## config.mk

```make
export PLATFORM = sky130hd
export DESIGN_NAME = hsl_to_rgb_convert_unit
export DESIGN_NICKNAME = d
export VERILOG_FILES = /design/src/design/hsl2rgb_pkg.sv /design/src/design/hsl_to_rgb_convert_unit.sv /design/src/design/hsl2rgb_prep.sv /design/src/design/hsl2rgb_mix.sv
export SDC_FILE = /design/constraint.sdc
export NUM_CORES = 2
export LEC_CHECK = 0
export BUFFER_PORTS_ARGS = -buffer_cell sky130_fd_sc_hd__buf_2
export CORE_MARGIN = 1.5
export CORE_UTILIZATION = 41
export DETAILED_ROUTE_END_ITERATION = 6
export RECOVER_POWER = 100
export SYNTH_ARGS = -nofsm -noshare
export SYNTH_HDL_FRONTEND = slang
export SYNTH_SLANG_ARGS = --single-unit
```

## constraint.sdc

```tcl
create_clock -name i_clk -period 14.4 [get_ports i_clk]
set_clock_uncertainty 0.05 [all_clocks]
set_input_delay 2.88 -clock i_clk [delete_from_list [all_inputs] [get_ports i_clk]]
set_output_delay 2.88 -clock i_clk [all_outputs]
set_load 0.01 [all_outputs]
```

## src/design/hsl2rgb_pkg.sv

```systemverilog
// hsl2rgb_pkg: shared widths and constants for the hsl to rgb converter
// depends on nothing; imported by every module of the converter
package hsl2rgb_pkg;

    // width of the hue, saturation and lightness input fields
    localparam int FIELD_W = 17;

    // width of one colour channel byte
    localparam int BYTE_W = 8;

    // default number of fractional bits in the input fields
    localparam int FRAC_BITS_DEF = 16;

    // largest channel byte
    localparam logic [BYTE_W-1:0] BYTE_MAX = '1;

endpackage

```

## src/design/hsl_to_rgb_convert_unit.sv

```systemverilog
// hsl_to_rgb_convert_unit: top level of the hsl to rgb colour converter
// depends on hsl2rgb_pkg, hsl2rgb_prep and hsl2rgb_mix
//
//   side   | handshake            | payload
//   -------+----------------------+-----------------------------------------
//   input  | i_valid / o_stall    | i_hue, i_saturation, i_lightness (17 b)
//   output | o_valid / i_stall    | o_red, o_green, o_blue (8 b)
//
// five register stages, the last being the output register; one item is
// taken every cycle unless a stall has backed up to the input
// stalls ripple back stage by stage; empty stages keep filling, so items are
// still taken while a finished result waits at the output
// reset clears the stage valid bits only; there is no other state
module hsl_to_rgb_convert_unit import hsl2rgb_pkg::*; #(
    parameter int FRAC_BITS = FRAC_BITS_DEF
) (
    input  logic               i_clk,
    input  logic               i_rst_n,
    input  logic               i_valid,
    output logic               o_stall,
    input  logic [FIELD_W-1:0] i_hue,
    input  logic [FIELD_W-1:0] i_saturation,
    input  logic [FIELD_W-1:0] i_lightness,
    output logic               o_valid,
    input  logic               i_stall,
    output logic [BYTE_W-1:0]  o_red,
    output logic [BYTE_W-1:0]  o_green,
    output logic [BYTE_W-1:0]  o_blue
);

    // links between the two halves of the pipeline
    logic               prep_ready;
    logic               prep_valid;
    logic               mix_ready;
    logic [FRAC_BITS:0] p_val, d_val;
    logic [FRAC_BITS:0] w_red, w_green, w_blue;
    logic               grey;
    logic [BYTE_W-1:0]  grey_byte;

    assign o_stall = !prep_ready;

    // clamp, products, q and p, ramp weights
    hsl2rgb_prep #(
        .FRAC_BITS(FRAC_BITS)
    ) u_prep (
        .i_clk        (i_clk),
        .i_rst_n      (i_rst_n),
        .i_valid      (i_valid),
        .o_ready      (prep_ready),
        .i_hue        (i_hue),
        .i_saturation (i_saturation),
        .i_lightness  (i_lightness),
        .o_valid      (prep_valid),
        .i_ready      (mix_ready),
        .o_p          (p_val),
        .o_d          (d_val),
        .o_w_red      (w_red),
        .o_w_green    (w_green),
        .o_w_blue     (w_blue),
        .o_grey       (grey),
        .o_grey_byte  (grey_byte)
    );

    // channel products and byte scaling
    hsl2rgb_mix #(
        .FRAC_BITS(FRAC_BITS)
    ) u_mix (
        .i_clk       (i_clk),
        .i_rst_n     (i_rst_n),
        .i_valid     (prep_valid),
        .o_ready     (mix_ready),
        .i_p         (p_val),
        .i_d         (d_val),
        .i_w_red     (w_red),
        .i_w_green   (w_green),
        .i_w_blue    (w_blue),
        .i_grey      (grey),
        .i_grey_byte (grey_byte),
        .o_valid     (o_valid),
        .i_stall     (i_stall),
        .o_red       (o_red),
        .o_green     (o_green),
        .o_blue      (o_blue)
    );

endmodule

```

## src/design/hsl2rgb_prep.sv

```systemverilog
// hsl2rgb_prep: first three pipeline stages (clamp, l*s, hue ramp weights, q and p)
// depends on hsl2rgb_pkg; instantiated by hsl_to_rgb_convert_unit
module hsl2rgb_prep import hsl2rgb_pkg::*; #(
    parameter int FRAC_BITS = FRAC_BITS_DEF
) (
    input  logic                 i_clk,
    input  logic                 i_rst_n,
    input  logic                 i_valid,
    output logic                 o_ready,
    input  logic [FIELD_W-1:0]   i_hue,
    input  logic [FIELD_W-1:0]   i_saturation,
    input  logic [FIELD_W-1:0]   i_lightness,
    output logic                 o_valid,
    input  logic                 i_ready,
    output logic [FRAC_BITS:0]   o_p,
    output logic [FRAC_BITS:0]   o_d,
    output logic [FRAC_BITS:0]   o_w_red,
    output logic [FRAC_BITS:0]   o_w_green,
    output logic [FRAC_BITS:0]   o_w_blue,
    output logic                 o_grey,
    output logic [BYTE_W-1:0]    o_grey_byte
);

    // value width: 0 up to one inclusive
    localparam int VW = FRAC_BITS + 1;
    // width of the l*s product
    localparam int LW = 2 * VW;
    // width used to compare a raw field against one
    localparam int XW = (FIELD_W > VW) ? FIELD_W : VW;
    // width of six times the hue
    localparam int HW = FIELD_W + 3;
    // signed width of a shifted hue position
    localparam int TW = ((HW > FRAC_BITS + 4) ? HW : FRAC_BITS + 4) + 2;
    // width of the grey scaling
    localparam int GW = VW + BYTE_W;

    localparam logic [VW-1:0]        V_ONE   = {1'b1, {FRAC_BITS{1'b0}}};
    localparam logic [VW-1:0]        V_HALF  = {2'b01, {(FRAC_BITS-1){1'b0}}};
    localparam logic [XW-1:0]        X_ONE   = XW'(V_ONE);
    localparam logic [LW-1:0]        L_ROUND = LW'(V_ONE) - LW'(1);
    localparam logic signed [TW-1:0] T_ZERO  = '0;
    localparam logic signed [TW-1:0] T_ONE   = TW'(V_ONE);
    localparam logic signed [TW-1:0] T_TWO   = T_ONE + T_ONE;
    localparam logic signed [TW-1:0] T_THREE = T_TWO + T_ONE;
    localparam logic signed [TW-1:0] T_FOUR  = T_TWO + T_TWO;
    localparam logic signed [TW-1:0] T_SIX   = T_FOUR + T_TWO;

    // saturate a raw field to one
    function automatic logic [VW-1:0] clamp_one(input logic [FIELD_W-1:0] i_x);
        logic [XW-1:0] xe;
        logic [VW-1:0] r;
        xe = XW'(i_x);
        if (xe > X_ONE) begin
            r = V_ONE;
        end else begin
            r = xe[VW-1:0];
        end
        return r;
    endfunction

    // ramp weight in 0..one for a hue position in sixths of a turn, single wrap
    function automatic logic [VW-1:0] hue_weight(input logic signed [TW-1:0] i_t);
        logic signed [TW-1:0] t;
        logic signed [TW-1:0] fall;
        logic [VW-1:0]        w;
        t = i_t;
        if (t < T_ZERO) begin
            t = t + T_SIX;
        end
        if (t > T_SIX) begin
            t = t - T_SIX;
        end
        fall = T_FOUR - t;
        if (t < T_ONE) begin
            w = t[VW-1:0];
        end else if (t < T_THREE) begin
            w = V_ONE;
        end else if (t < T_FOUR) begin
            w = fall[VW-1:0];
        end else begin
            w = '0;
        end
        return w;
    endfunction

    // stage valid bits and ready chain
    logic [3:1] r_vld;
    logic       rdy1, rdy2, rdy3;

    assign rdy3    = !r_vld[3] || i_ready;
    assign rdy2    = !r_vld[2] || rdy3;
    assign rdy1    = !r_vld[1] || rdy2;
    assign o_ready = rdy1;
    assign o_valid = r_vld[3];

    always_ff @(posedge i_clk) begin
        if (!i_rst_n) begin
            r_vld <= '0;
        end else begin
            if (rdy1) r_vld[1] <= i_valid;
            if (rdy2) r_vld[2] <= r_vld[1];
            if (rdy3) r_vld[3] <= r_vld[2];
        end
    end

    // stage 1: clamp, grey test and six times hue
    logic [VW-1:0] r1_l, r1_s;
    logic [HW-1:0] r1_h6;
    logic          r1_grey;
    logic [VW-1:0] n1_l, n1_s;
    logic [HW-1:0] n1_h6;

    always_comb begin
        n1_l  = clamp_one(i_lightness);
        n1_s  = clamp_one(i_saturation);
        n1_h6 = (HW'(i_hue) << 2) + (HW'(i_hue) << 1);
    end

    always_ff @(posedge i_clk) begin
        if (rdy1) begin
            r1_l    <= n1_l;
            r1_s    <= n1_s;
            r1_h6   <= n1_h6;
            r1_grey <= (i_saturation == '0);
        end
    end

    // stage 2: l*s product and the three ramp weights
    logic [LW-1:0]        r2_ls;
    logic [VW-1:0]        r2_l, r2_s;
    logic [VW-1:0]        r2_wr, r2_wg, r2_wb;
    logic                 r2_grey;
    logic [LW-1:0]        n2_ls;
    logic signed [TW-1:0] n2_th;

    always_comb begin
        n2_ls = LW'(r1_l) * LW'(r1_s);
        n2_th = $signed(TW'(r1_h6));
    end

    always_ff @(posedge i_clk) begin
        if (rdy2) begin
            r2_ls   <= n2_ls;
            r2_l    <= r1_l;
            r2_s    <= r1_s;
            r2_wr   <= hue_weight(n2_th + T_TWO);
            r2_wg   <= hue_weight(n2_th);
            r2_wb   <= hue_weight(n2_th - T_TWO);
            r2_grey <= r1_grey;
        end
    end

    // stage 3: q, p, q - p and the grey byte
    logic [VW-1:0]     r3_p, r3_d;
    logic [VW-1:0]     r3_wr, r3_wg, r3_wb;
    logic              r3_grey;
    logic [BYTE_W-1:0] r3_gbyte;
    logic [VW-1:0]     n3_fl, n3_ce, n3_q, n3_p;
    logic [VW:0]       n3_qw, n3_pw;
    logic [GW-1:0]     n3_gv, n3_gsh;
    logic [BYTE_W-1:0] n3_gbyte;

    always_comb begin
        n3_fl = VW'(r2_ls >> FRAC_BITS);
        n3_ce = VW'((r2_ls + L_ROUND) >> FRAC_BITS);
        // low lightness: q = l + l*s, otherwise q = l + s - l*s (rounded up)
        if (r2_l < V_HALF) begin
            n3_qw = {1'b0, r2_l} + {1'b0, n3_fl};
        end else begin
            n3_qw = {1'b0, r2_l} + {1'b0, r2_s} - {1'b0, n3_ce};
        end
        n3_q  = n3_qw[VW-1:0];
        n3_pw = {r2_l, 1'b0} - {1'b0, n3_q};
        n3_p  = n3_pw[VW-1:0];
        // grey level is lightness times 255
        n3_gv  = (GW'(r2_l) << BYTE_W) - GW'(r2_l);
        n3_gsh = n3_gv >> FRAC_BITS;
        if (n3_gsh > GW'(BYTE_MAX)) begin
            n3_gbyte = BYTE_MAX;
        end else begin
            n3_gbyte = n3_gsh[BYTE_W-1:0];
        end
    end

    always_ff @(posedge i_clk) begin
        if (rdy3) begin
            r3_p     <= n3_p;
            r3_d     <= n3_q - n3_p;
            r3_wr    <= r2_wr;
            r3_wg    <= r2_wg;
            r3_wb    <= r2_wb;
            r3_grey  <= r2_grey;
            r3_gbyte <= n3_gbyte;
        end
    end

    assign o_p         = r3_p;
    assign o_d         = r3_d;
    assign o_w_red     = r3_wr;
    assign o_w_green   = r3_wg;
    assign o_w_blue    = r3_wb;
    assign o_grey      = r3_grey;
    assign o_grey_byte = r3_gbyte;

endmodule

```

## src/design/hsl2rgb_mix.sv

```systemverilog
// hsl2rgb_mix: last two pipeline stages (ramp products, byte scaling, output register)
// depends on hsl2rgb_pkg; instantiated by hsl_to_rgb_convert_unit
module hsl2rgb_mix import hsl2rgb_pkg::*; #(
    parameter int FRAC_BITS = FRAC_BITS_DEF
) (
    input  logic               i_clk,
    input  logic               i_rst_n,
    input  logic               i_valid,
    output logic               o_ready,
    input  logic [FRAC_BITS:0] i_p,
    input  logic [FRAC_BITS:0] i_d,
    input  logic [FRAC_BITS:0] i_w_red,
    input  logic [FRAC_BITS:0] i_w_green,
    input  logic [FRAC_BITS:0] i_w_blue,
    input  logic               i_grey,
    input  logic [BYTE_W-1:0]  i_grey_byte,
    output logic               o_valid,
    input  logic               i_stall,
    output logic [BYTE_W-1:0]  o_red,
    output logic [BYTE_W-1:0]  o_green,
    output logic [BYTE_W-1:0]  o_blue
);

    localparam int VW = FRAC_BITS + 1;
    localparam int LW = 2 * VW;
    localparam int SW = LW + BYTE_W;

    // p*one + product, times 255, down to a clamped byte
    function automatic logic [BYTE_W-1:0] to_byte(input logic [VW-1:0] i_pv,
                                                  input logic [LW-1:0] i_prod);
        logic [LW-1:0]     v;
        logic [SW-1:0]     sc;
        logic [SW-1:0]     hi;
        logic [BYTE_W-1:0] b;
        v  = (LW'(i_pv) << FRAC_BITS) + i_prod;
        sc = (SW'(v) << BYTE_W) - SW'(v);
        hi = sc >> (2 * FRAC_BITS);
        if (hi > SW'(BYTE_MAX)) begin
            b = BYTE_MAX;
        end else begin
            b = hi[BYTE_W-1:0];
        end
        return b;
    endfunction

    // stage valid bits and ready chain
    logic r4_vld, r_out_vld;
    logic rdy4, rdy5;

    assign rdy5    = !r_out_vld || !i_stall;
    assign rdy4    = !r4_vld || rdy5;
    assign o_ready = rdy4;
    assign o_valid = r_out_vld;

    always_ff @(posedge i_clk) begin
        if (!i_rst_n) begin
            r4_vld    <= 1'b0;
            r_out_vld <= 1'b0;
        end else begin
            if (rdy4) r4_vld    <= i_valid;
            if (rdy5) r_out_vld <= r4_vld;
        end
    end

    // stage 4: (q - p) times each channel weight
    logic [VW-1:0]     r4_p;
    logic [LW-1:0]     r4_pr_red, r4_pr_green, r4_pr_blue;
    logic              r4_grey;
    logic [BYTE_W-1:0] r4_gbyte;

    always_ff @(posedge i_clk) begin
        if (rdy4) begin
            r4_p        <= i_p;
            r4_pr_red   <= LW'(i_d) * LW'(i_w_red);
            r4_pr_green <= LW'(i_d) * LW'(i_w_green);
            r4_pr_blue  <= LW'(i_d) * LW'(i_w_blue);
            r4_grey     <= i_grey;
            r4_gbyte    <= i_grey_byte;
        end
    end

    // stage 5: channel bytes into the output register
    logic [BYTE_W-1:0] r_red, r_green, r_blue;
    logic [BYTE_W-1:0] n_red, n_green, n_blue;

    always_comb begin
        if (r4_grey) begin
            n_red   = r4_gbyte;
            n_green = r4_gbyte;
            n_blue  = r4_gbyte;
        end else begin
            n_red   = to_byte(r4_p, r4_pr_red);
            n_green = to_byte(r4_p, r4_pr_green);
            n_blue  = to_byte(r4_p, r4_pr_blue);
        end
    end

    always_ff @(posedge i_clk) begin
        if (rdy5) begin
            r_red   <= n_red;
            r_green <= n_green;
            r_blue  <= n_blue;
        end
    end

    assign o_red   = r_red;
    assign o_green = r_green;
    assign o_blue  = r_blue;

endmodule

```

Word-level counts from Yosys, hierarchy flattened. Index checks and enable logic that the tools add are counted.

Register bits: 425. Input bits: 55. Output and inout bits: 26.

Add/sub/neg operators: 25. Multiply operators: 4. $lt $le $gt $ge: 22. Mux-type cells: 28. Reductions and logical operators: 13.

Operator list (count): $mux 22 (12); $mux 17 (10); $sub 42x34->42 (3); $add 33x34->34 (3); $mul 17x17->34 (3); $gt 22x20->1 const B (3); $lt 22x18->1 const B (3); $lt 22x19->1 const B (3); $lt 22x20->1 const B (3); $sub 22x20->22 const B (3); $sub 1x17->17 const A (3); $sub 17x17->17 (3); $mux 8 (6); $add 22x20->22 const B (2); $lt 22x1->1 const B (2); $add 17x17->17 (2); $gt 17x17->1 const B (2); $add 33x16->33 const B (1); $mul 17x17->33 (1); $gt 10x8->1 const B (3); $sub 25x17->25 (1); $add 20x18->21 const B (1); $add 20x19->21 const B (1); $sub 20x18->21 const B (1); 7 further kinds (17).

Logic depth before layout (Yosys ltp).
Depth after elaboration: 13. Mapped depth: 33. Mapped depth without buffers: 33.

Hierarchy. From an unflattened synthesis, not the netlist that was laid out.

Cell total of the unflattened synthesis: 6773. Area total of the unflattened synthesis: 63577.2 um^2.

Modules (own cells, without submodules): hsl2rgb_mix (instances 1, cells each 4385, area each 39330.2 um^2); hsl2rgb_prep (instances 1, cells each 2387, area each 24243.3 um^2); hsl_to_rgb_convert_unit (instances 1, cells each 1, area each 3.8 um^2).

Worst setup path before layout. No wires, ideal clock.

Path type: input to output. Start: input i_stall. End: output o_stall. Arrival time: 4.975 ns. Required time: 11.470 ns. Path slack: 6.495 ns. Stages: 4. Buffers on the path: 0. Cell sequence: and3_1 -> and2_1 -> nand3_1 -> inv_1.

Word-level cells in the longest chain between the ends: 7.

RTL lines: from (decl) (line hsl_to_rgb_convert_unit.sv:25) `input logic i_stall,`; $logic_not 1->1 (line hsl2rgb_mix.sv:50) `assign rdy5 = !r_out_vld || !i_stall;`; $logic_or 1x1->1 (line hsl2rgb_mix.sv:50); $logic_or 1x1->1 (line hsl2rgb_mix.sv:51) `assign rdy4 = !r4_vld || rdy5;`; $logic_or 1x1->1 (line hsl2rgb_prep.sv:90) `assign rdy3 = !r_vld[3] || i_ready;`; $logic_or 1x1->1 (line hsl2rgb_prep.sv:91) `assign rdy2 = !r_vld[2] || rdy3;`; $logic_or 1x1->1 (line hsl2rgb_prep.sv:92) `assign rdy1 = !r_vld[1] || rdy2;`; $logic_not 1->1 (line hsl_to_rgb_convert_unit.sv:40) `assign o_stall = !prep_ready;`; to (decl) (line hsl_to_rgb_convert_unit.sv:20) `output logic o_stall,`.

No other way between the ends.

Worst setup path in the final report. Ends and elaborated chain as after synthesis.

==> impl_metrics.ini <==
[floorplanning]
initial_core_util_pct = 41.2
core_area_sq_um = 143000
rows = 139
die_y_um = 383
pin_count = 81
die_w_um = 383
die-area_sq_um = 146000

[clock_network]
clock_latency_ns = 0.65
cts_tree = built
cts_resized = 0
hold_buffers = 0
cts_buffers = 48
cts_sinks = 411
ctsHtreeMaxLevel = 2
path_clk_slew_ns = 0.07
clock_path_buffers = 3
cts_setup_buffers = 0
cts_root_buffer = clkbuf_16

[route]
vias = 42300
drtIter0Drc = 2681
routedWlPerCell_um = 18.4
wl_um = 148000
maxUsedRoutingLayer = met5
drc = 0
vias_per_cell = 5.24
wl_met1_um = 69100
ant_nets = 0
drt_pass1_iterations = 6
wl_met3_um = 9110
wl_met2_um = 66200

[worst_setup_path]
critPathMaxStageDelay_ns = 2.00
worstSetupStartpoint = i_stall
worstPathRequired_ns = 11.47
path_buf_inv = 3
crit_path_frequent_cell = clkbuf_1
crit_type = input port to output pin
cp-start-kind = input port
arrival_ns = 6.19
cp_max_fo = 55
r2r_start = u_prep.o_d[1]
crit_path_top_delay_cell = nand3_1
path_cells = clkbuf_1, and3_1, and2_0, nand3_1, inv_1, clkbuf_1
end_kind = output pin
critPathTopFamily = simple AND/OR/NAND/NOR gates

[synthesis]
netlist.area_leader.share_pct = 28.9
netlist_area_sq_um = 59100
synthCells = 6140
synthFlopType = edfxtp_1
synth_edf_count = 406
seq_area_frac_synth_pct = 20.8
ys_seq_elements = 411
yosys.cell_types.count = 99
yosysWarningCount = 0
synth_largest_area_cell = fa_1
async_flop_share_pct = 0
yosys-top-cells-area = fa_1, edfxtp_1, ha_1
postSynthAreaPerCell_sq_um = 9.62

[worst_hold_path]
hold_path_class = flop to flop
worstHoldStart = u_prep.r2_wg[16]

[place]
port_buffers = 80
finalWeightedCongestion = 0.893
dp.final_hpwl_um = 116000

[run_status]
status = complete, but fails checks
failed_checks = max-capacitance violations, max-slew violations

[finish]
fill_cells = 13800
areaGrowthSynthToFinish_pct = 6.56
nets = 7683
layout-drive-gt1-share_pct = 3.21
antenna_cells = 0

[timing]
hold_viol = 0
rsz0062_at_grt = false
fin_tns_setup_ns = 0
timing.final.crit_share_pct = 63.3
tightestPinTransition_ns = 3.79
final-setup-viol-count = 0
fmax_mhz = 110
drv_slew = 443
slew_headroom_pct = -152
period_minus_slack_ns = 9.12

[grt]
grt_max_degree = 70
gr-usage-all-layers_pct = 20.5
grt_overflow = 0
antenna_found_initial = 5
grt_pass1_vias = 43200
grt_pass1_wl_um = 238000

[run]
maxCapViolCount = 8
-- worst register-to-register path, stage by stage, from the launching register on --
cell,delay (ns)
edfxtp_1,0.32
clkbuf_1,2.00
nand2_1,0.32
fa_1,0.57
fa_1,0.56
fa_1,0.45
fa_1,0.40
fa_1,0.52
inv_1,0.05
fa_1,0.45
ha_1,0.40
a21o_1,0.23
a21o_1,0.17
a21o_1,0.18
a21o_1,0.17
a21o_1,0.18
a21o_1,0.17
a21oi_1,0.19
o311a_1,0.27
nor3_1,0.10
o211a_1,0.24
a211oi_1,0.22
clkbuf_1,0.36
-- sequential cells by signal, summed over array words and instances, names as in the netlist, 19 cells and up --
name / count
u_mix.r4_pr_blue: 32
u_mix.r4_pr_red: 32
u_mix.r4_pr_green: 32
u_prep.r1_h6: 19
u_prep.r2_ls: 33
-- final timing paths --
check | end | slack [ns] | cells after the start
max reg2reg | u_mix.r4_pr_red[33] | 5.59 | 22
min reg2reg | u_prep.o_w_green[16] | 0.34 | 0
max | o_stall | 5.28 | 6
min | u_prep.o_w_green[16] | 0.34 | 0
-- layer usage --
layer  vias to the layer above  global-route usage (%)
met4                         2                    5.50
met1                     21200                    29.7
met5                         -                       0
met3                       199                    2.72
li1                      19700                       -
met2                      1190                    32.2
-- kinds of logic after synthesis --
family	share of synthesized area (%)
and+or+nand+nor	15.0
adders and majority gates	42.7
buffers and inverters	8.74
AOI/OAI and AO/OA	8.82
DFF	20.8
xor gates and xnor gates	3.68
muxes	0.197
other	0.0127
-- synthesized netlist by cell type, drive strengths merged (29+ instances only) --
library cell	count
o21ai	133
or3	33
a21oi	205
nand3	67
ha	650
a21o	119
nand2b	34
nor3	68
nor2b	71
xor2	73
xnor2	175
fa	854
o21bai	29
nand2	801
and3	32
a31oi	43
edfxtp	406
nor2	180
inv	1161
and2	427
clkbuf	193
-- placed cells by master (no fill, tap or decap), types with 34 or more instances in the layout --
| cell type | n |
|---|---|
| edfxtp_1 | 406 |
| fa_1 | 854 |
| clkbuf_1 | 42 |
| a21o_1 | 118 |
| xnor2_1 | 175 |
| buf_2 | 48 |
| inv_1 | 1159 |
| a31oi_1 | 41 |
| clkbuf_16 | 48 |
| nand2_1 | 801 |
| a21oi_1 | 205 |
| nor2b_1 | 71 |
| nand2b_1 | 34 |
| and2_1 | 404 |
| nor2_1 | 180 |
| o21ai_0 | 132 |
| nor3_1 | 68 |
| xor2_1 | 73 |
| nand3_1 | 67 |
| ha_1 | 650 |
-- area by class of cell --
type / count / area (sq um) / area share (%)
Multi-Input combinational cell: 4388 / 41700 / 66.2
Sequential cell: 411 / 12300 / 19.5
Inverter: 1163 / 4370 / 6.94
Tap cell: 1903 / 2380 / 3.78
Clock buffer: 50 / 1210 / 1.92
Timing Repair Buffer: 112 / 571 / 0.906
Clock inverter: 38 / 460 / 0.731
-- per-stage QoR --
stage	hold slack (ns)	cells	utilization [%]	setup slack (ns)	cell area, sq um
after floorplan	0.350	6168	-	6.50	59200
after global placement	0.352	7977	42.9	6.59	61400
after detailed placement	0.355	7977	42.9	6.49	61400
after CTS	0.349	8065	44.0	6.46	63100
after global routing	0.359	8065	43.9	4.91	63000
final	0.338	8065	43.9	5.28	63000
Power is left out: the tool's default activity adds up to more than one toggle a clock period on the data nets, which glitch-free logic cannot reach.
